File: src/rtl/core/esp_pkg.sv
// Shared types, codes and the escape rule trie ROM for the escape sequence parser.
// No dependencies.
package esp_pkg;

    localparam int MAX_PARAMS_DEF = 16;
    localparam int OUT_LIMIT      = 16;

    localparam logic [8:0] TOK_NUM  = 9'd256;
    localparam logic [8:0] TOK_LIST = 9'd257;
    localparam logic [8:0] TOK_STR  = 9'd258;

    localparam logic [7:0] CH_BEL  = 8'h07;
    localparam logic [7:0] CH_ESC  = 8'h1B;
    localparam logic [7:0] CH_BSL  = 8'h5C;
    localparam logic [7:0] CH_SEMI = 8'h3B;
    localparam logic [7:0] CH_COLN = 8'h3A;

    localparam logic [1:0] EV_STR    = 2'd0;
    localparam logic [1:0] EV_ACCEPT = 2'd1;
    localparam logic [1:0] EV_REFEED = 2'd2;
    localparam logic [1:0] EV_ERROR  = 2'd3;

    typedef enum logic [2:0] {
        LD_NONE, LD_ESC, LD_BYTE, LD_ERR, LD_ACC, LD_PAR
    } t_ld;

    typedef struct packed {
        logic       take;   // input transfer this cycle
        logic       rd;     // parameter RAM read
        t_ld        ld;     // output register load
        logic       last;
        logic [3:0] idx;
    } t_cmd;

    typedef struct packed {
        logic       esc;      // held ESC released as a string byte
        logic       sbyte;    // string byte
        logic       acc;      // accept
        logic       err;      // error
        logic [4:0] burst_n;  // parameter results of the accept
    } t_status;

    typedef struct packed {
        logic       hit;
        logic       fin;
        logic [6:0] target;   // next node, or rule number when fin
    } t_edge;

    function automatic t_edge mk_fin(input logic [6:0] id);
        t_edge e;
        e = '{hit: 1'b1, fin: 1'b1, target: id};
        return e;
    endfunction

    function automatic t_edge mk_go(input logic [6:0] node);
        t_edge e;
        e = '{hit: 1'b1, fin: 1'b0, target: node};
        return e;
    endfunction

    // final bytes shared by the CSI nodes with and without a number
    function automatic t_edge csi_final(input logic [8:0] tok);
        t_edge e;
        e = '0;
        case (tok) inside
            [9'h041:9'h048]: e = mk_fin(7'(tok - 9'h040));
            9'h06D: e = mk_fin(7'd0);
            9'h04A: e = mk_fin(7'd13);
            9'h04B: e = mk_fin(7'd14);
            9'h04C: e = mk_fin(7'd18);
            9'h04D: e = mk_fin(7'd19);
            9'h040: e = mk_fin(7'd20);
            9'h050: e = mk_fin(7'd21);
            9'h058: e = mk_fin(7'd22);
            9'h053: e = mk_fin(7'd23);
            9'h054: e = mk_fin(7'd24);
            9'h064: e = mk_fin(7'd25);
            9'h065: e = mk_fin(7'd26);
            default: e = '0;
        endcase
        return e;
    endfunction

    function automatic t_edge trie_lookup(input logic [6:0] st, input logic [8:0] tok);
        t_edge e;
        e = '0;
        case (st)
            7'd0: begin
                case (tok)
                    9'h05B:  e = mk_go(7'd1);
                    9'h028:  e = mk_go(7'd7);
                    TOK_NUM: e = mk_fin(7'd15);
                    9'h04D:  e = mk_fin(7'd16);
                    9'h05D:  e = mk_go(7'd11);
                    9'h050:  e = mk_go(7'd14);
                    default: e = '0;
                endcase
            end
            7'd1: begin
                case (tok)
                    TOK_LIST: e = mk_go(7'd2);
                    TOK_NUM:  e = mk_go(7'd3);
                    9'h03F:   e = mk_go(7'd4);
                    default:  e = csi_final(tok);
                endcase
            end
            7'd2: begin
                case (tok)
                    9'h06D:  e = mk_fin(7'd0);
                    9'h048:  e = mk_fin(7'd12);
                    9'h066:  e = mk_fin(7'd12);
                    9'h072:  e = mk_fin(7'd17);
                    default: e = '0;
                endcase
            end
            7'd3: begin
                case (tok)
                    9'h068:  e = mk_fin(7'd27);
                    9'h06C:  e = mk_fin(7'd28);
                    9'h020:  e = mk_go(7'd18);
                    default: e = csi_final(tok);
                endcase
            end
            7'd4: begin
                case (tok)
                    TOK_LIST: e = mk_go(7'd5);
                    TOK_NUM:  e = mk_go(7'd6);
                    default:  e = '0;
                endcase
            end
            7'd5, 7'd6: begin
                case (tok)
                    9'h068:  e = mk_fin(7'd9);
                    9'h06C:  e = mk_fin(7'd10);
                    default: e = '0;
                endcase
            end
            7'd7: begin
                case (tok) inside
                    9'h022: e = mk_go(7'd8);
                    9'h025: e = mk_go(7'd9);
                    9'h026: e = mk_go(7'd10);
                    9'h041, 9'h042, 9'h043, 9'h035, 9'h048, 9'h037, 9'h04B, 9'h051,
                    9'h039, 9'h052, 9'h066, 9'h059, 9'h05A, 9'h034, 9'h03D, 9'h060,
                    9'h045, 9'h030, 9'h03C, 9'h03E, 9'h049, 9'h04A:
                        e = mk_fin(7'd11);
                    default: e = '0;
                endcase
            end
            7'd8: begin
                case (tok) inside
                    9'h03E, 9'h034, 9'h03F: e = mk_fin(7'd11);
                    default: e = '0;
                endcase
            end
            7'd9: begin
                case (tok) inside
                    9'h030, 9'h035, 9'h033, 9'h032, 9'h036, 9'h03D: e = mk_fin(7'd11);
                    default: e = '0;
                endcase
            end
            7'd10: begin
                case (tok) inside
                    9'h034, 9'h035: e = mk_fin(7'd11);
                    default: e = '0;
                endcase
            end
            7'd11: e = (tok == TOK_NUM) ? mk_go(7'd12) : '0;
            7'd12: e = (tok == 9'h03B) ? mk_go(7'd13) : '0;
            7'd13: e = (tok == TOK_STR) ? mk_fin(7'd29) : '0;
            7'd14: e = (tok == 9'h02B) ? mk_go(7'd15) : '0;
            7'd15: begin
                case (tok)
                    9'h051:  e = mk_go(7'd16);
                    9'h071:  e = mk_go(7'd17);
                    default: e = '0;
                endcase
            end
            7'd16: e = (tok == TOK_STR) ? mk_fin(7'd30) : '0;
            7'd17: e = (tok == TOK_STR) ? mk_fin(7'd31) : '0;
            7'd18: e = (tok == 9'h071) ? mk_fin(7'd32) : '0;
            default: e = '0;
        endcase
        return e;
    endfunction

endpackage

File: src/rtl/core/escape_sequence_parser.sv
// Escape sequence parser top level: controller plus datapath on stream ports.
// Depends on esp_pkg, esp_ctrl, esp_dp (and esp_ram below it).
//
// Feed the bytes that follow ESC, one per input transfer. Each byte is
// tokenized and walked through a fixed trie of escape rules; it gives no
// result, string bytes, one error, or an accept burst of one result per kept
// parameter (tlast on the final one). Items are handled one at a time: the
// input is taken in one cycle and the plan latched in the next, then each
// result is loaded into the output register (a parameter's value comes out
// of the registered parameter RAM first) and held through any output stall.
// A byte with no result frees the input after the start and next states; a
// byte with results frees it in the cycle after its last result transfers.
module escape_sequence_parser
    import esp_pkg::*;
#(
    parameter int MAX_PARAMS = MAX_PARAMS_DEF
) (
    input  logic        i_clk,
    input  logic        i_rst_n,
    input  logic        s_axis_tvalid,
    output logic        s_axis_tready,
    input  logic [7:0]  s_axis_tdata,   // [7:0] byte_in
    output logic        m_axis_tvalid,
    input  logic        m_axis_tready,
    // [5:0] rule_id, [13:6] final_char, [21:14] middle_char, [25:22] param_index,
    // [41:26] param_value, [46:42] param_count, [47] param_overflow, [55:48] string_byte
    output logic [55:0] m_axis_tdata,
    output logic [1:0]  m_axis_tuser,   // [1:0] event_res
    output logic        m_axis_tlast
);
    t_cmd        w_cmd;
    t_status     w_status;
    logic [5:0]  w_rule;
    logic [7:0]  w_fin, w_mid, w_sb;
    logic [3:0]  w_idx;
    logic [15:0] w_val;
    logic [4:0]  w_cnt;
    logic        w_ovf;

    esp_ctrl u_ctrl (
        .i_clk        (i_clk),
        .i_rst_n      (i_rst_n),
        .i_in_tvalid  (s_axis_tvalid),
        .o_in_tready  (s_axis_tready),
        .o_out_tvalid (m_axis_tvalid),
        .i_out_tready (m_axis_tready),
        .i_status     (w_status),
        .o_cmd        (w_cmd)
    );

    esp_dp #(
        .MAX_PARAMS (MAX_PARAMS)
    ) u_dp (
        .i_clk            (i_clk),
        .i_rst_n          (i_rst_n),
        .i_byte           (s_axis_tdata),
        .i_cmd            (w_cmd),
        .o_status         (w_status),
        .o_event_res      (m_axis_tuser),
        .o_rule_id        (w_rule),
        .o_final_char     (w_fin),
        .o_middle_char    (w_mid),
        .o_param_index    (w_idx),
        .o_param_value    (w_val),
        .o_param_count    (w_cnt),
        .o_param_overflow (w_ovf),
        .o_string_byte    (w_sb),
        .o_last           (m_axis_tlast)
    );

    assign m_axis_tdata = {w_sb, w_ovf, w_cnt, w_val, w_idx, w_mid, w_fin, w_rule};
endmodule

File: src/rtl/core/esp_ram.sv
// Generic single-write, single-read RAM with registered read data.
// No dependencies.
module esp_ram #(
    parameter int W     = 16,
    parameter int DEPTH = 16,
    localparam int AW   = (DEPTH > 1) ? $clog2(DEPTH) : 1
) (
    input  logic          i_clk,
    input  logic          i_we,
    input  logic [AW-1:0] i_waddr,
    input  logic [W-1:0]  i_wdata,
    input  logic          i_re,
    input  logic [AW-1:0] i_raddr,
    output logic [W-1:0]  o_rdata
);
    logic [W-1:0] r_mem [DEPTH];
    logic [W-1:0] r_rdata;

    always_ff @(posedge i_clk) begin
        if (i_we) begin
            r_mem[i_waddr] <= i_wdata;
        end
        if (i_re) begin
            r_rdata <= r_mem[i_raddr];
        end
    end

    assign o_rdata = r_rdata;
endmodule

File: src/rtl/core/esp_ctrl.sv
// Controller: takes one byte at a time and sequences its results onto the output.
// Depends on esp_pkg.
module esp_ctrl
    import esp_pkg::*;
(
    input  logic    i_clk,
    input  logic    i_rst_n,
    input  logic    i_in_tvalid,
    output logic    o_in_tready,
    output logic    o_out_tvalid,
    input  logic    i_out_tready,
    input  t_status i_status,
    output t_cmd    o_cmd
);
    typedef enum logic [2:0] {S_IDLE, S_START, S_NEXT, S_RDWAIT, S_HOLD} t_state;

    t_state     r_state, n_state;
    logic       r_need_esc, n_need_esc;
    logic       r_need_byte, n_need_byte;
    logic       r_need_acc, n_need_acc;
    logic       r_need_err, n_need_err;
    logic [4:0] r_cnt, n_cnt;
    logic [4:0] r_idx, n_idx;
    logic       r_last, n_last;
    logic [4:0] w_idx_inc;

    assign w_idx_inc = r_idx + 5'd1;

    always_comb begin
        n_state     = r_state;
        n_need_esc  = r_need_esc;
        n_need_byte = r_need_byte;
        n_need_acc  = r_need_acc;
        n_need_err  = r_need_err;
        n_cnt       = r_cnt;
        n_idx       = r_idx;
        n_last      = r_last;
        o_cmd       = '0;
        o_cmd.ld    = LD_NONE;
        case (r_state)
            S_IDLE: begin
                if (i_in_tvalid) begin
                    o_cmd.take = 1'b1;
                    n_state    = S_START;
                end
            end
            S_START: begin
                n_need_esc  = i_status.esc;
                n_need_byte = i_status.sbyte;
                n_need_acc  = i_status.acc;
                n_need_err  = i_status.err;
                n_cnt       = i_status.burst_n;
                n_idx       = '0;
                n_state     = S_NEXT;
            end
            S_NEXT: begin
                if (r_need_esc) begin
                    o_cmd.ld   = LD_ESC;
                    o_cmd.last = !(r_need_byte || r_need_acc || r_need_err);
                    n_last     = o_cmd.last;
                    n_need_esc = 1'b0;
                    n_state    = S_HOLD;
                end else if (r_need_byte) begin
                    o_cmd.ld   = LD_BYTE;
                    o_cmd.last = 1'b1;
                    n_last     = 1'b1;
                    n_state    = S_HOLD;
                end else if (r_need_err) begin
                    o_cmd.ld   = LD_ERR;
                    o_cmd.last = 1'b1;
                    n_last     = 1'b1;
                    n_state    = S_HOLD;
                end else if (r_need_acc && r_cnt == 5'd0) begin
                    o_cmd.ld   = LD_ACC;
                    o_cmd.last = 1'b1;
                    n_last     = 1'b1;
                    n_state    = S_HOLD;
                end else if (r_need_acc) begin
                    o_cmd.rd  = 1'b1;
                    o_cmd.idx = r_idx[3:0];
                    n_state   = S_RDWAIT;
                end else begin
                    n_state = S_IDLE;   // byte gave no result
                end
            end
            S_RDWAIT: begin
                o_cmd.ld   = LD_PAR;
                o_cmd.idx  = r_idx[3:0];
                o_cmd.last = (w_idx_inc == r_cnt);
                n_last     = o_cmd.last;
                n_idx      = w_idx_inc;
                n_state    = S_HOLD;
            end
            S_HOLD: begin
                if (i_out_tready) begin
                    n_state = r_last ? S_IDLE : S_NEXT;
                end
            end
            default: n_state = S_IDLE;
        endcase
    end

    always_ff @(posedge i_clk) begin
        if (!i_rst_n) begin
            r_state      <= S_IDLE;
            r_need_esc   <= 1'b0;
            r_need_byte  <= 1'b0;
            r_need_acc   <= 1'b0;
            r_need_err   <= 1'b0;
            r_cnt        <= '0;
            r_idx        <= '0;
            r_last       <= 1'b0;
            o_in_tready  <= 1'b1;
            o_out_tvalid <= 1'b0;
        end else begin
            r_state      <= n_state;
            r_need_esc   <= n_need_esc;
            r_need_byte  <= n_need_byte;
            r_need_acc   <= n_need_acc;
            r_need_err   <= n_need_err;
            r_cnt        <= n_cnt;
            r_idx        <= n_idx;
            r_last       <= n_last;
            o_in_tready  <= (n_state == S_IDLE);
            o_out_tvalid <= (n_state == S_HOLD);
        end
    end
endmodule

File: src/rtl/core/esp_dp.sv
// Datapath: tokenizer, trie walk, number accumulator, parameter RAM and output register.
// Depends on esp_pkg and esp_ram.
module esp_dp
    import esp_pkg::*;
#(
    parameter int MAX_PARAMS = MAX_PARAMS_DEF
) (
    input  logic        i_clk,
    input  logic        i_rst_n,
    input  logic [7:0]  i_byte,
    input  t_cmd        i_cmd,
    output t_status     o_status,
    output logic [1:0]  o_event_res,
    output logic [5:0]  o_rule_id,
    output logic [7:0]  o_final_char,
    output logic [7:0]  o_middle_char,
    output logic [3:0]  o_param_index,
    output logic [15:0] o_param_value,
    output logic [4:0]  o_param_count,
    output logic        o_param_overflow,
    output logic [7:0]  o_string_byte,
    output logic        o_last
);
    localparam int FW = $clog2(MAX_PARAMS + 1);
    localparam int AW = (MAX_PARAMS > 1) ? $clog2(MAX_PARAMS) : 1;

    typedef enum logic [1:0] {MODE_NONE, MODE_NUM, MODE_LIST, MODE_STR} t_mode;

    // sequence state
    logic [6:0]    r_trie, n_trie;
    t_mode         r_mode, n_mode;
    logic [15:0]   r_acc, n_acc;
    logic [FW-1:0] r_fill, n_fill;
    logic          r_ovf, n_ovf;
    logic          r_esc, n_esc;
    logic [7:0]    r_h0, n_h0;
    logic [7:0]    r_h1, n_h1;

    // plan of the accepted byte
    t_status       r_st, n_st;
    logic [1:0]    r_p_ev, n_p_ev;
    logic [6:0]    r_p_rule, n_p_rule;
    logic [7:0]    r_p_fin, n_p_fin;
    logic [7:0]    r_p_mid, n_p_mid;
    logic [4:0]    r_p_count, n_p_count;
    logic          r_p_ovf, n_p_ovf;
    logic [7:0]    r_p_byte;

    // output register
    logic [1:0]    r_o_ev;
    logic [5:0]    r_o_rule;
    logic [7:0]    r_o_fin, r_o_mid, r_o_sb;
    logic [3:0]    r_o_idx;
    logic [15:0]   r_o_val;
    logic [4:0]    r_o_cnt;
    logic          r_o_ovf, r_o_last;

    logic          w_digit, w_sep, w_str_path, w_num_path, w_esc_in;
    logic [3:0]    w_d;
    logic [19:0]   w_mul;
    logic [15:0]   w_sat;
    logic [8:0]    w_tok1;
    t_edge         w_es, w_el, w_e1, w_e2;
    logic          w_we;
    logic [15:0]   w_rdata;
    logic [6:0]    w_fill_ext;
    logic [6:0]    w_ridx_ext;

    logic          v_push, v_tk, v_tk_char;
    t_edge         v_edge;
    logic [1:0]    v_ev;
    logic [FW-1:0] v_fill;
    logic          v_ovf;
    logic [7:0]    v_h0, v_h1;
    logic [6:0]    v_fill7, v_cap;

    assign w_digit = (i_byte >= 8'h30) && (i_byte <= 8'h39);
    assign w_sep   = (i_byte == CH_SEMI) || (i_byte == CH_COLN);
    assign w_d     = i_byte[3:0];
    assign w_mul   = 20'({r_acc, 3'b000}) + 20'({r_acc, 1'b0}) + 20'(w_d);
    assign w_sat   = (w_mul > 20'd65535) ? 16'hFFFF : w_mul[15:0];

    assign w_es       = trie_lookup(r_trie, TOK_STR);
    assign w_el       = trie_lookup(r_trie, TOK_LIST);
    assign w_str_path = (r_mode == MODE_STR) || (r_mode == MODE_NONE && w_es.hit);
    assign w_num_path = (r_mode == MODE_NUM) || (r_mode == MODE_LIST);
    assign w_esc_in   = (r_mode == MODE_STR) && r_esc;
    assign w_tok1     = w_str_path ? TOK_STR :
                        w_num_path ? ((r_mode == MODE_LIST) ? TOK_LIST : TOK_NUM) :
                        {1'b0, i_byte};
    assign w_e1       = trie_lookup(r_trie, w_tok1);
    // after a number token the ending byte is looked up again from the new node
    assign w_e2       = trie_lookup(w_e1.target, {1'b0, i_byte});

    always_comb begin
        n_trie    = r_trie;
        n_mode    = r_mode;
        n_acc     = r_acc;
        n_esc     = r_esc;
        n_st      = '0;
        n_p_ev    = EV_ACCEPT;
        n_p_rule  = '0;
        n_p_fin   = '0;
        n_p_mid   = '0;
        n_p_count = '0;
        n_p_ovf   = 1'b0;
        v_push    = 1'b0;
        v_tk      = 1'b0;
        v_tk_char = 1'b0;
        v_edge    = w_e1;
        v_ev      = EV_ACCEPT;

        if (w_str_path) begin
            n_mode = MODE_STR;
            if (i_byte != CH_BEL && !(w_esc_in && i_byte == CH_BSL)) begin
                n_st.esc = w_esc_in;
                if (i_byte == CH_ESC) begin
                    n_esc = 1'b1;
                end else begin
                    n_st.sbyte = 1'b1;
                    n_esc      = 1'b0;
                end
            end else begin
                n_st.esc = (i_byte == CH_BEL) && w_esc_in;
                n_esc    = 1'b0;
                v_tk     = 1'b1;
            end
        end else if (!w_num_path) begin
            if (w_digit) begin
                n_acc  = 16'(w_d);
                n_mode = MODE_NUM;
            end else begin
                v_tk      = 1'b1;
                v_tk_char = 1'b1;
            end
        end else begin
            if (w_digit) begin
                n_acc = w_sat;
            end else if (w_sep && w_el.hit) begin
                n_mode = MODE_LIST;
                v_push = 1'b1;
                n_acc  = '0;
            end else begin
                v_push = 1'b1;
                n_acc  = '0;
                if (w_e1.hit && !w_e1.fin) begin
                    n_trie    = w_e1.target;
                    n_mode    = MODE_NONE;
                    v_tk      = 1'b1;
                    v_tk_char = 1'b1;
                    v_edge    = w_e2;
                end else begin
                    v_tk = 1'b1;
                    v_ev = EV_REFEED;
                end
            end
        end

        v_fill = r_fill;
        v_ovf  = r_ovf;
        w_we   = 1'b0;
        if (v_push) begin
            if (r_fill < FW'(MAX_PARAMS)) begin
                w_we   = 1'b1;
                v_fill = r_fill + FW'(1);
            end else begin
                v_ovf = 1'b1;
            end
        end
        n_fill = v_fill;
        n_ovf  = v_ovf;
        v_h0   = v_tk_char ? i_byte : r_h0;
        v_h1   = v_tk_char ? r_h0 : r_h1;
        n_h0   = v_h0;
        n_h1   = v_h1;

        v_fill7 = 7'(v_fill);
        v_cap   = n_st.esc ? 7'(OUT_LIMIT - 1) : 7'(OUT_LIMIT);

        if (v_tk) begin
            if (!v_edge.hit || v_edge.fin) begin
                if (!v_edge.hit) begin
                    n_st.err = 1'b1;
                end else begin
                    n_st.acc     = 1'b1;
                    n_st.burst_n = (v_fill7 > v_cap) ? v_cap[4:0] : v_fill7[4:0];
                    n_p_ev       = v_ev;
                    n_p_rule     = v_edge.target;
                    n_p_fin      = v_h0;
                    n_p_mid      = v_h1;
                    n_p_count    = v_fill7[4:0];
                    n_p_ovf      = v_ovf;
                end
                // sequence done: back to the root
                n_trie = '0;
                n_mode = MODE_NONE;
                n_acc  = '0;
                n_fill = '0;
                n_ovf  = 1'b0;
                n_esc  = 1'b0;
                n_h0   = '0;
                n_h1   = '0;
            end else begin
                n_trie = v_edge.target;
                n_mode = MODE_NONE;
            end
        end
    end

    assign w_fill_ext = 7'(r_fill);
    assign w_ridx_ext = 7'(i_cmd.idx);

    esp_ram #(
        .W     (16),
        .DEPTH (MAX_PARAMS)
    ) u_param_ram (
        .i_clk   (i_clk),
        .i_we    (w_we && i_cmd.take),
        .i_waddr (w_fill_ext[AW-1:0]),
        .i_wdata (r_acc),
        .i_re    (i_cmd.rd),
        .i_raddr (w_ridx_ext[AW-1:0]),
        .o_rdata (w_rdata)
    );

    always_ff @(posedge i_clk) begin
        if (!i_rst_n) begin
            r_trie <= '0;
            r_mode <= MODE_NONE;
            r_acc  <= '0;
            r_fill <= '0;
            r_ovf  <= 1'b0;
            r_esc  <= 1'b0;
            r_h0   <= '0;
            r_h1   <= '0;
            r_st   <= '0;
        end else if (i_cmd.take) begin
            r_trie <= n_trie;
            r_mode <= n_mode;
            r_acc  <= n_acc;
            r_fill <= n_fill;
            r_ovf  <= n_ovf;
            r_esc  <= n_esc;
            r_h0   <= n_h0;
            r_h1   <= n_h1;
            r_st   <= n_st;
        end
    end

    always_ff @(posedge i_clk) begin
        if (i_cmd.take) begin
            r_p_ev    <= n_p_ev;
            r_p_rule  <= n_p_rule;
            r_p_fin   <= n_p_fin;
            r_p_mid   <= n_p_mid;
            r_p_count <= n_p_count;
            r_p_ovf   <= n_p_ovf;
            r_p_byte  <= i_byte;
        end
        if (i_cmd.ld != LD_NONE) begin
            r_o_ev   <= EV_STR;
            r_o_rule <= '0;
            r_o_fin  <= '0;
            r_o_mid  <= '0;
            r_o_idx  <= '0;
            r_o_val  <= '0;
            r_o_cnt  <= '0;
            r_o_ovf  <= 1'b0;
            r_o_sb   <= '0;
            r_o_last <= i_cmd.last;
            case (i_cmd.ld)
                LD_ESC:  r_o_sb <= CH_ESC;
                LD_BYTE: r_o_sb <= r_p_byte;
                LD_ERR:  r_o_ev <= EV_ERROR;
                LD_ACC, LD_PAR: begin
                    r_o_ev   <= r_p_ev;
                    r_o_rule <= r_p_rule[5:0];
                    r_o_fin  <= r_p_fin;
                    r_o_mid  <= r_p_mid;
                    r_o_ovf  <= r_p_ovf;
                    if (i_cmd.ld == LD_PAR) begin
                        r_o_idx <= i_cmd.idx;
                        r_o_val <= w_rdata;
                        r_o_cnt <= r_p_count;
                    end
                end
                default: r_o_sb <= '0;
            endcase
        end
    end

    assign o_status         = r_st;
    assign o_event_res      = r_o_ev;
    assign o_rule_id        = r_o_rule;
    assign o_final_char     = r_o_fin;
    assign o_middle_char    = r_o_mid;
    assign o_param_index    = r_o_idx;
    assign o_param_value    = r_o_val;
    assign o_param_count    = r_o_cnt;
    assign o_param_overflow = r_o_ovf;
    assign o_string_byte    = r_o_sb;
    assign o_last           = r_o_last;
endmodule

File: config.mk
export PLATFORM = sky130hd
export DESIGN_NAME = escape_sequence_parser
export DESIGN_NICKNAME = d
export VERILOG_FILES = /design/src/rtl/core/esp_pkg.sv /design/src/rtl/core/escape_sequence_parser.sv /design/src/rtl/core/esp_ram.sv /design/src/rtl/core/esp_ctrl.sv /design/src/rtl/core/esp_dp.sv
export SDC_FILE = /design/constraint.sdc
export NUM_CORES = 1
export LEC_CHECK = 0
export BUFFER_PORTS_ARGS = -buffer_cell sky130_fd_sc_hd__clkbuf_2
export CELL_PAD_IN_SITES_DETAIL_PLACEMENT = 1
export CELL_PAD_IN_SITES_GLOBAL_PLACEMENT = 1
export CORE_UTILIZATION = 46
export DETAILED_ROUTE_END_ITERATION = 8
export GPL_TIMING_DRIVEN = 0
export PLACE_DENSITY_LB_ADDON = 0.12
export REMOVE_ABC_BUFFERS = 1
export SYNTH_ARGS = -nofsm -noshare
export SYNTH_HDL_FRONTEND = slang
export SYNTH_SLANG_ARGS = --single-unit
File: constraint.sdc
create_clock -name i_clk -period 5.5 [get_ports i_clk]
set_input_delay 0.275 -clock i_clk [delete_from_list [all_inputs] [get_ports i_clk]]
set_output_delay 0.275 -clock i_clk [all_outputs]
set_load 0.005 [all_outputs]
# == After elaboration in Yosys (flattened, before gate mapping) ==
# Memories as Yosys holds them, arrays and structs flattened. A register that Yosys moved wholly into a read port is not among the register bits.
# Index checks and enable logic that the tools add are counted.
# word_totals
elab_cells,451
memories,1
mem_bits_rw,256
reg_bits,174
output_inout_bits,61
# memory_table
memory,depth,word_bits,read_ports,rd_clocked_by_memory_dff,write_ports,line_no,text
u_dp.u_param_ram.r_mem,16,16,1,1,1,esp_ram.sv:16,logic [W-1:0] r_mem [DEPTH];
# classes
reduce_logical,55
eq_ne,156
n_bitwise,4
mux,180
add_sub_neg,6
order_cmp,9
# ops
op,count
$mux W9,58
$eq A9 B7 Y1 const B,30
$eq A8 B7 Y1 const B,31
$eq A9 B6 Y1 const B,19
$pmux W9 S18,1
$pmux W9 S3,6
$eq A8 B6 Y1 const B,20
$pmux W9 S13,1
$mux W16,7
$pmux W9 S2,6
$eq A7 B4 Y1 const B,14
$mux W7,9
$pmux W9 S6,1
$eq A7 B3 Y1 const B,7
$mux W8,6
$pmux W9 S5,1
$mux W1,44
$reduce_or A22 Y1,2
$mux W4,9
$mux W5,7
$pmux W8 S2,2
$eq A7 B2 Y1 const B,4
$eq A7 B5 Y1 const B,4
$eq A9 B9 Y1 const B,3
53 further kinds,118

# == Longest topological paths before layout ==
# Gate-level depths: netlist (run 1).
# logic_depth
word_depth,33
mapped_depth,21
mapped_depth_nobuf,19

# == Cells and area by module ==
# A second synthesis (run 1) with hierarchy kept.
# unflattened
cells_unflattened,1683
hier_area_um2,21608.2
# by_module_without_submodules
mod,area_each_um2,cells_each,n_inst
esp_dp,10276.1,1109,1
esp_ram,10202.3,432,1
esp_ctrl,1122.3,141,1
escape_sequence_parser,7.5,1,1

# == Worst setup path after synthesis (run 1) ==
# OpenSTA, ideal clock, no wires.
# synth_timing
path_type,flip-flop to flip-flop
startpoint,register u_ctrl.r_need_esc
endpoint,register u_ctrl.o_in_tready
path_slack_ns,-0.269
setup_time_ns,0.137
path_buffers,1
arrival_time_ns,5.632
path_stages_with_launch,7
period_less_slack_ns,5.769
path_cell_list,dfxtp_1 -> clkbuf_1 -> nor4_1 -> o21ai_0 -> inv_1 -> a21oi_1 -> nor3_1
# synth_via
elab_chain_cells,3
# synth_rtl
element,line_no,text
from (decl),esp_ctrl.sv:18,"logic r_need_esc, n_need_esc;"
from (signal assigned),esp_ctrl.sv:117,r_need_esc <= n_need_esc;
$mux W3,esp_ctrl.sv:57,if (r_need_esc) begin
$pmux W3 S5,esp_ctrl.sv:40,case (r_state)
$logic_not A3 Y1,esp_ctrl.sv:124,o_in_tready <= (n_state == S_IDLE);
to (signal assigned),esp_ctrl.sv:124,
to (decl),esp_ctrl.sv:9,"output logic o_in_tready,"
# Every way passes these cells.
# A chain may end at the register's enable or synchronous reset.

# == Worst setup path after layout (run 1) ==
# layout_timing
startpoint,input port s_axis_tdata[1]
endpoint,"register u_dp.r_p_ev[0], data pin"
# layout_via
elab_chain_cells,30
word_cells_on_any_way,231
classes_between,add/sub (1); order compare (6); eq/ne (117); mux (79); bitwise (3); reduce/logical (25)
# layout_rtl
element,line_no,text
from (decl),escape_sequence_parser.sv:22,"input logic [7:0] s_axis_tdata,"
$mux W9,esp_dp.sv:89,w_num_path ? ((r_mode == MODE_LIST) ? TOK_LIST : TOK_NUM) :
$mux W9,esp_dp.sv:88,assign w_tok1 = w_str_path ? TOK_STR :
$eq A9 B7 Y1,"esp_pkg.sv:104, esp_pkg.sv:121",
$mux W9 (13 in a row),esp_pkg.sv:65,case (tok) inside
"$pmux W9 S3, on equally long branches","esp_pkg.sv:117, esp_pkg.sv:100",
$pmux W9 S18,esp_pkg.sv:87,case (st)
$eq A7 B3 Y1,esp_pkg.sv:87,
$reduce_or A2 Y1,esp_pkg.sv:87,
(+2 left out),--,
$mux W9,esp_dp.sv:139,end else if (w_sep && w_el.hit) begin
$mux W9,esp_dp.sv:137,if (w_digit) begin
$mux W9,esp_dp.sv:128,end else if (!w_num_path) begin
$mux W9,esp_dp.sv:113,if (w_str_path) begin
$logic_not A1 Y1,esp_dp.sv:181,if (!v_edge.hit || v_edge.fin) begin
$logic_or A1 B1 Y1,esp_dp.sv:181,
$not A1 Y1 (no line),--,
$reduce_or A7 Y1 (no line),--,
to (signal assigned),esp_dp.sv:252,r_p_ev <= n_p_ev;
to (decl),esp_dp.sv:41,"logic [1:0] r_p_ev, n_p_ev;"
# Several ways; a longest one is shown, not always the timed one.

==> results of run 1 <==
## worst paths after layout
path                     from           endpoint  slack [ns]  cells after the start
max           s_axis_tdata[1]     u_dp.r_p_ev[0]        0.17                     13
min             s_axis_tvalid  u_ctrl.r_state[0]        0.02                      3
max reg2reg    u_dp.r_mode[1]       u_dp.r_h1[5]        0.18                     14
min reg2reg  u_dp.o_status[6]   u_dp.o_status[6]        0.46                      2
## logic make-up after synthesis
group                    count (synthesis)  share of synthesized area [%]
AND/OR/NAND/NOR                        647                           16.1
flip-flops                             446                           57.4
AO/OA/AOI/OAI                          428                           13.3
buffers and inverters                  159                           2.97
multiplexers                           134                           6.57
adder cells (fa/ha/maj)                 46                           2.68
XOR/XNOR                                25                          0.995
## sequential cells by signal (all words and copies together) (netlist names), 6 cells and up
register / count
u_dp.o_param_value: 16
u_dp.r_p_byte: 8
u_dp.r_h0: 8
u_dp.u_param_ram.r_mem: 256
u_dp.o_string_byte: 8
u_dp.r_p_mid: 8
u_dp.o_final_char: 8
u_dp.r_trie: 7
u_dp.o_middle_char: 8
u_dp.r_p_fin: 8
u_dp.o_status: 9
u_dp.r_h1: 8
u_dp.r_p_rule: 6
u_dp.o_rule_id: 6
u_dp.u_param_ram.o_rdata: 16
u_dp.r_acc: 16
## placed cells by master, fill, tap and decap left out, drive strengths merged, types with 51 or more instances in the layout
master	synthesis	routed
a21oi	91	91
nand2	141	141
clkbuf	101	137
nor3	71	71
edfxtp	369	369
dfxtp	77	77
nor2	138	138
buf	33	57
mux2i	51	51
mux2	83	83
nor2b	61	61
o21ai	84	84
## per-layer routing
| metal | share of wire (%) | global-route usage (%) |
|---|---|---|
| met5 | 0 | 0 |
| met4 | 2.0 | 7.35 |
| met3 | 4.8 | 3.64 |
| met2 | 49 | 47.4 |
| met1 | 44 | 38.5 |
## where the power goes
| part | switching, mW | internal, mW |
|---|---|---|
| Sequential | 0.0277 | 3.66 |
| Clock | 1.34 | 1.84 |
| Combinational | 0.321 | 0.155 |
## layout make-up
type                    instances  area, um2
flip-flops and latches        446      12600
clock buffers                  65       1290
inverters                      25       95.1
multi-input cells            1280       8930
well taps                     607        759
repair buffers                130       1190
clock inverters                21        235
fillers                      4804      21700
## repair_timing
action                     4_1_cts  5_1_grt
pin swaps                        2        3
setup endpoints to repair       73       64
resized for setup               10        4
hold buffers                     1        0
hold endpoints to repair         1        0
buffers inserted                 8        9
## worst min-delay path, delay by kind of cell
| family | cells | cell delay (ns) |
|---|---|---|
| AOI/OAI and AO/OA | 1 | 0.07 |
| buffers and inverters | 1 | 0.10 |
| and+or+nand+nor | 1 | 0.12 |
## metrics by stage
step | setup WS [ns] | utilization (%) | setup TNS [ns] | instance area [um2]
6_report | 0.167 | 53.7 | 0 | 25100
5_1_grt | 0.00711 | 53.7 | 0 | 25100
4_1_cts | 0.0202 | 53.4 | 0 | 25000
3_5_place_dp | -1.31 | 49.9 | -70.10 | 23400
3_3_place_gp | -5.06 | 48.2 | -659.29 | 22600
2_1_floorplan | -0.552 | - | -16.50 | 21400
==> flow_metrics.tcl, run 1 <==
set metrics [dict create \
    rsz0062_at_grt "no" \
    vias 16300 \
    crit_type "in -> reg" \
    synth_area_leaders "edfxtp_1, dfxtp_1, mux2_2, ha_1, nand2_1" \
    synth-seq-cells 446 \
    layoutNonFillerInstCount 2574 \
    cp_top_family "simple AND/OR/NAND/NOR gates" \
    hpwl_um 45700 \
    status "complete, but fails checks" \
    leakage_nw 8.95 \
    synth_top_cell_area_share_pct 50.4 \
    synth_cells 1885 \
    antenna_left 0 \
    power_mw 7.35 \
    clkTransAtPathRegs_ns 0.06 \
    drtIter0Drc 1359 \
    max_slew_margin_pct 3.76 \
    power.density_mw_per_mm2 292 \
    ys_types 88 \
    synth_edf_count 369 \
    async_flop_share_pct 0 \
    num_antenna_cells 0 \
    cts_sinks 446 \
    cts_root_buf "clkbuf_16" \
    post-route-min-period_ns 5.33 \
    synth_seq_area_share_pct 57.4 \
    initial_core_util_pct 47.0 \
    worst_ir_drop_vdd_uv 249 \
    die_w_um 221 \
    critPathBufInv 2 \
    io_buffers 72 \
    finClkSkew_ns 0.0127 \
    synth_top_cell_by_area "edfxtp_1" \
    cts-buffers-inserted 47 \
    cp_cell_sequence "clkbuf_2 -> nand2b_1 -> nor3_1 -> a41oi_1 -> a21boi_0 -> and4_1 -> nor4b_4 -> buf_4 -> or2_2 -> a211o_1 -> a211oi_1 -> o21ai_4 -> or3_1" \
    critical-path-slowest-cell "clkbuf_2" \
    hold_ws_ns 0.0241 \
    htree_levels 2 \
    routabilityCongestion 0.893 \
    antenna_found_initial 0 \
    final_max_slew_viol_count 0 \
    tightest_slew_ns 1.42 \
    grt_pass1_vias 16900 \
    core_area_mm2 0.0469 \
    grt_max_degree 70 \
    wl_per_cell_um 26.7 \
    critical_path.max_fanout 51 \
    yosysMostFrequentCell "edfxtp_1" \
    cts_tree "done" \
    drc_errors 6 \
    drive_gt1_share_pct 19.1 \
    grt_pass1_wl_um 104000 \
    gr-total-overflow 0 \
    synth_area_mm2 0.0220 \
    io_pins 73 \
    finalSetupViolations 0 \
    violations "DRC" \
    endpoint_kind "flop" \
    drtPass1Iterations 9 \
    hold_viol_final 0 \
    slowest_delay_ns 0.91 \
    clock_path_buffers 3 \
    die_h_um 221 \
    synth.avg_cell_area_um2 11.7 \
    placedCellCount 2470 \
    period_share_pct 97.0 \
    maxCapViolCount 0 \
    start_kind "primary input" \
    synth_ff_type "edfxtp_1" \
    yosysWarnings 0 \
    worstPathArrival_ns 5.66 \
    grt_use_total_pct 28.3 \
    area_growth_syn_to_layout_pct 14.2 \
    clk_latency_ns 0.59 \
    die-area_mm2 0.0487 \
    vias_per_cell 6.34 \
    cp.required_ns 5.83 \
    worst_hold_path_type "in -> reg" \
    rows 79 \
    routed_wl_um 68800 \
    max_freq_mhz 188 \
    fin_nets 1988 \
    netlist_top_cells_count "edfxtp_1, nand2_1, nor2_1" \
]
(Power assumes the default switching activity.)
==> run 2, diff against run 1 <==
--- a/config.mk
+++ b/config.mk
@@ -8,7 +8,8 @@
 export BUFFER_PORTS_ARGS = -buffer_cell sky130_fd_sc_hd__clkbuf_2
 export CELL_PAD_IN_SITES_DETAIL_PLACEMENT = 1
 export CELL_PAD_IN_SITES_GLOBAL_PLACEMENT = 1
-export CORE_UTILIZATION = 46
+export CORE_UTILIZATION = 51
+export CTS_CLUSTER_SIZE = 20
 export DETAILED_ROUTE_END_ITERATION = 8
 export GPL_TIMING_DRIVEN = 0
 export PLACE_DENSITY_LB_ADDON = 0.12
==> constraint.sdc (replaced) <==
create_clock -name i_clk -period 5.75 [get_ports i_clk]
set_input_delay 0.2875 -clock i_clk [delete_from_list [all_inputs] [get_ports i_clk]]
set_output_delay 0.2875 -clock i_clk [all_outputs]
set_load 0.005 [all_outputs]
==> flow_metrics.tcl, run 2 (synthesis results as in run 1) <==
set metrics [dict create \
    drc_errors 0 \
    multiInputGateArea_mm2 0.00891 \
    num_antenna_cells 0 \
    crit_type "reg -> reg" \
    clk_latency_ns 0.58 \
    final_util_pct 58.4 \
    die_h_um 210 \
    largest_register_ffs 256 \
    hold_viol_final 0 \
    period_share_pct 95.5 \
    worstPathArrival_ns 5.80 \
    wl_per_cell_um 26.0 \
    grt_pass1_vias 16700 \
    status "complete, no violations" \
    max_freq_mhz 182 \
    power_mw 6.72 \
    drive_gt1_share_pct 18.0 \
    cp.required_ns 6.06 \
    routabilityCongestion 0.943 \
    nFillCells 4279 \
    endpoint_kind "flop" \
    io_buffers 72 \
    cts_sinks 446 \
    initial_core_util_pct 52.1 \
    start_kind "flop" \
    core_area_mm2 0.0422 \
    rows 75 \
    io_pins 73 \
    finalSetupViolations 0 \
    seqCellArea_mm2 0.0126 \
    htree_levels 2 \
    max_slew_margin_pct 4.62 \
    hpwl_um 44000 \
    worst_hold_path_type "in -> reg" \
    vias_per_cell 6.50 \
    clkTransAtPathRegs_ns 0.06 \
    cts-buffers-inserted 46 \
    worst_ir_drop_vdd_uv 200 \
    cts_root_buf "clkbuf_16" \
    die_w_um 210 \
    top_register "u_dp.u_param_ram.r_mem" \
    clock_path_buffers 3 \
    cp-startpoint "u_dp.r_mode[0]" \
    drtPass1Iterations 7 \
    antenna_left 0 \
    drtIter0Drc 1402 \
    fin_ws_ns 0.261 \
    tightest_slew_ns 1.39 \
    final_common_cell "edfxtp_1" \
    ctsHoldBuffers 0 \
    vias 16200 \
    post-route-min-period_ns 5.49 \
    reg2reg_from "u_dp.r_mode[0]" \
    gr-total-overflow 0 \
    dp_slack_ns -0.872 \
    cts_tree "done" \
    grt_use_total_pct 29.5 \
    mostFrequentLayoutCells "edfxtp_1, nand2_1, nor2_1" \
    grt_max_degree 77 \
    final_max_slew_viol_count 0 \
    finClkSkew_ns 0.0172 \
    antenna_found_initial 0 \
    fin_nets 1973 \
    hp-start "s_axis_tvalid" \
    die-area_mm2 0.0440 \
    critical_path.max_fanout 43 \
    area_growth_syn_to_layout_pct 12.1 \
    routed_wl_um 64500 \
    leakage_nw 8.76 \
    maxCapViolCount 0 \
    power.density_mw_per_mm2 273 \
    grt_pass1_wl_um 99400 \
]
-- run 2: changes by cell type in the layout (fill, tap and decap cells not counted), moves of 2 or more --
cell	previous run	this run
inv_16	2	0
buf_4	19	12
clkinv_1	8	6
clkbuf_8	5	1
clkbuf_1	13	18
clkinv_2	6	4
buf_6	10	4
bufinv_16	4	1
buf_8	12	18
buf_16	9	4
-- run 2: critical path, stage by stage, from the launching register on --
cell and delay, ns:
dfxtp_1 0.36, inv_1 0.10, ha_4 0.43, nor4bb_1 0.80, nand3_1 0.21, nor4_1 0.66
nor2_1 0.08, and4_1 0.25, nor4b_4 0.15, buf_4 0.19, or2_2 0.33, a211o_1 0.35
a211oi_1 0.39, o21ai_2 0.27, buf_16 0.26, or3_1 0.37
-- run 2: timing repair --
| item | in CTS | in global routing |
|---|---|---|
| buffers inserted | 7 | 2 |
| resized for setup | 10 | 3 |
| setup endpoints to repair | 88 | 40 |
| pin swaps | 2 | 0 |
-- run 2: layout make-up --
class	instances	share of cell area [%]
Tap cell	539	2.73
Sequential cell	446	51.2
Timing Repair Buffer	116	4.04
Clock inverter	15	0.543
Clock buffer	65	5.00
Multi-Input combinational cell	1280	36.1
Inverter	25	0.385
-- run 2: path summary, 6_finish.rpt --
check	cells past startpoint	end	slack (ns)
min	3	u_ctrl.r_state[0]	0.03
min reg2reg	2	u_dp.o_status[0]	0.46
max	15	u_dp.r_p_ev[0]	0.26
max reg2reg	15	u_dp.r_p_ev[0]	0.26
-- run 2: through the flow --
step                      hold WS, ns  cell area (um2)   TNS, ns  cells
after CTS                     0.00125            24600         0   2484
final                          0.0268            24700         0   2486
after floorplan                 0.386            21400    -0.882   1751
after global placement          0.440            22500   -494.49   2362
after global routing           0.0178            24700  -0.00913   2486
after detailed placement        0.451            23200    -42.69   2397
-- run 2: per-layer routing --
metal	global-route usage (%)	wire (um)	vias up
met3	4.56	3810	104
li1	-	-	7342
met1	41.4	28900	8182
met4	8.73	1520	0
met5	0	0	-
met2	47.4	30300	539
-- run 2: report_power, final --
group,switching (mW),total (mW),internal (mW)
registers,0.0275,3.53,3.50
clock network,1.21,2.75,1.54
logic,0.299,0.442,0.143
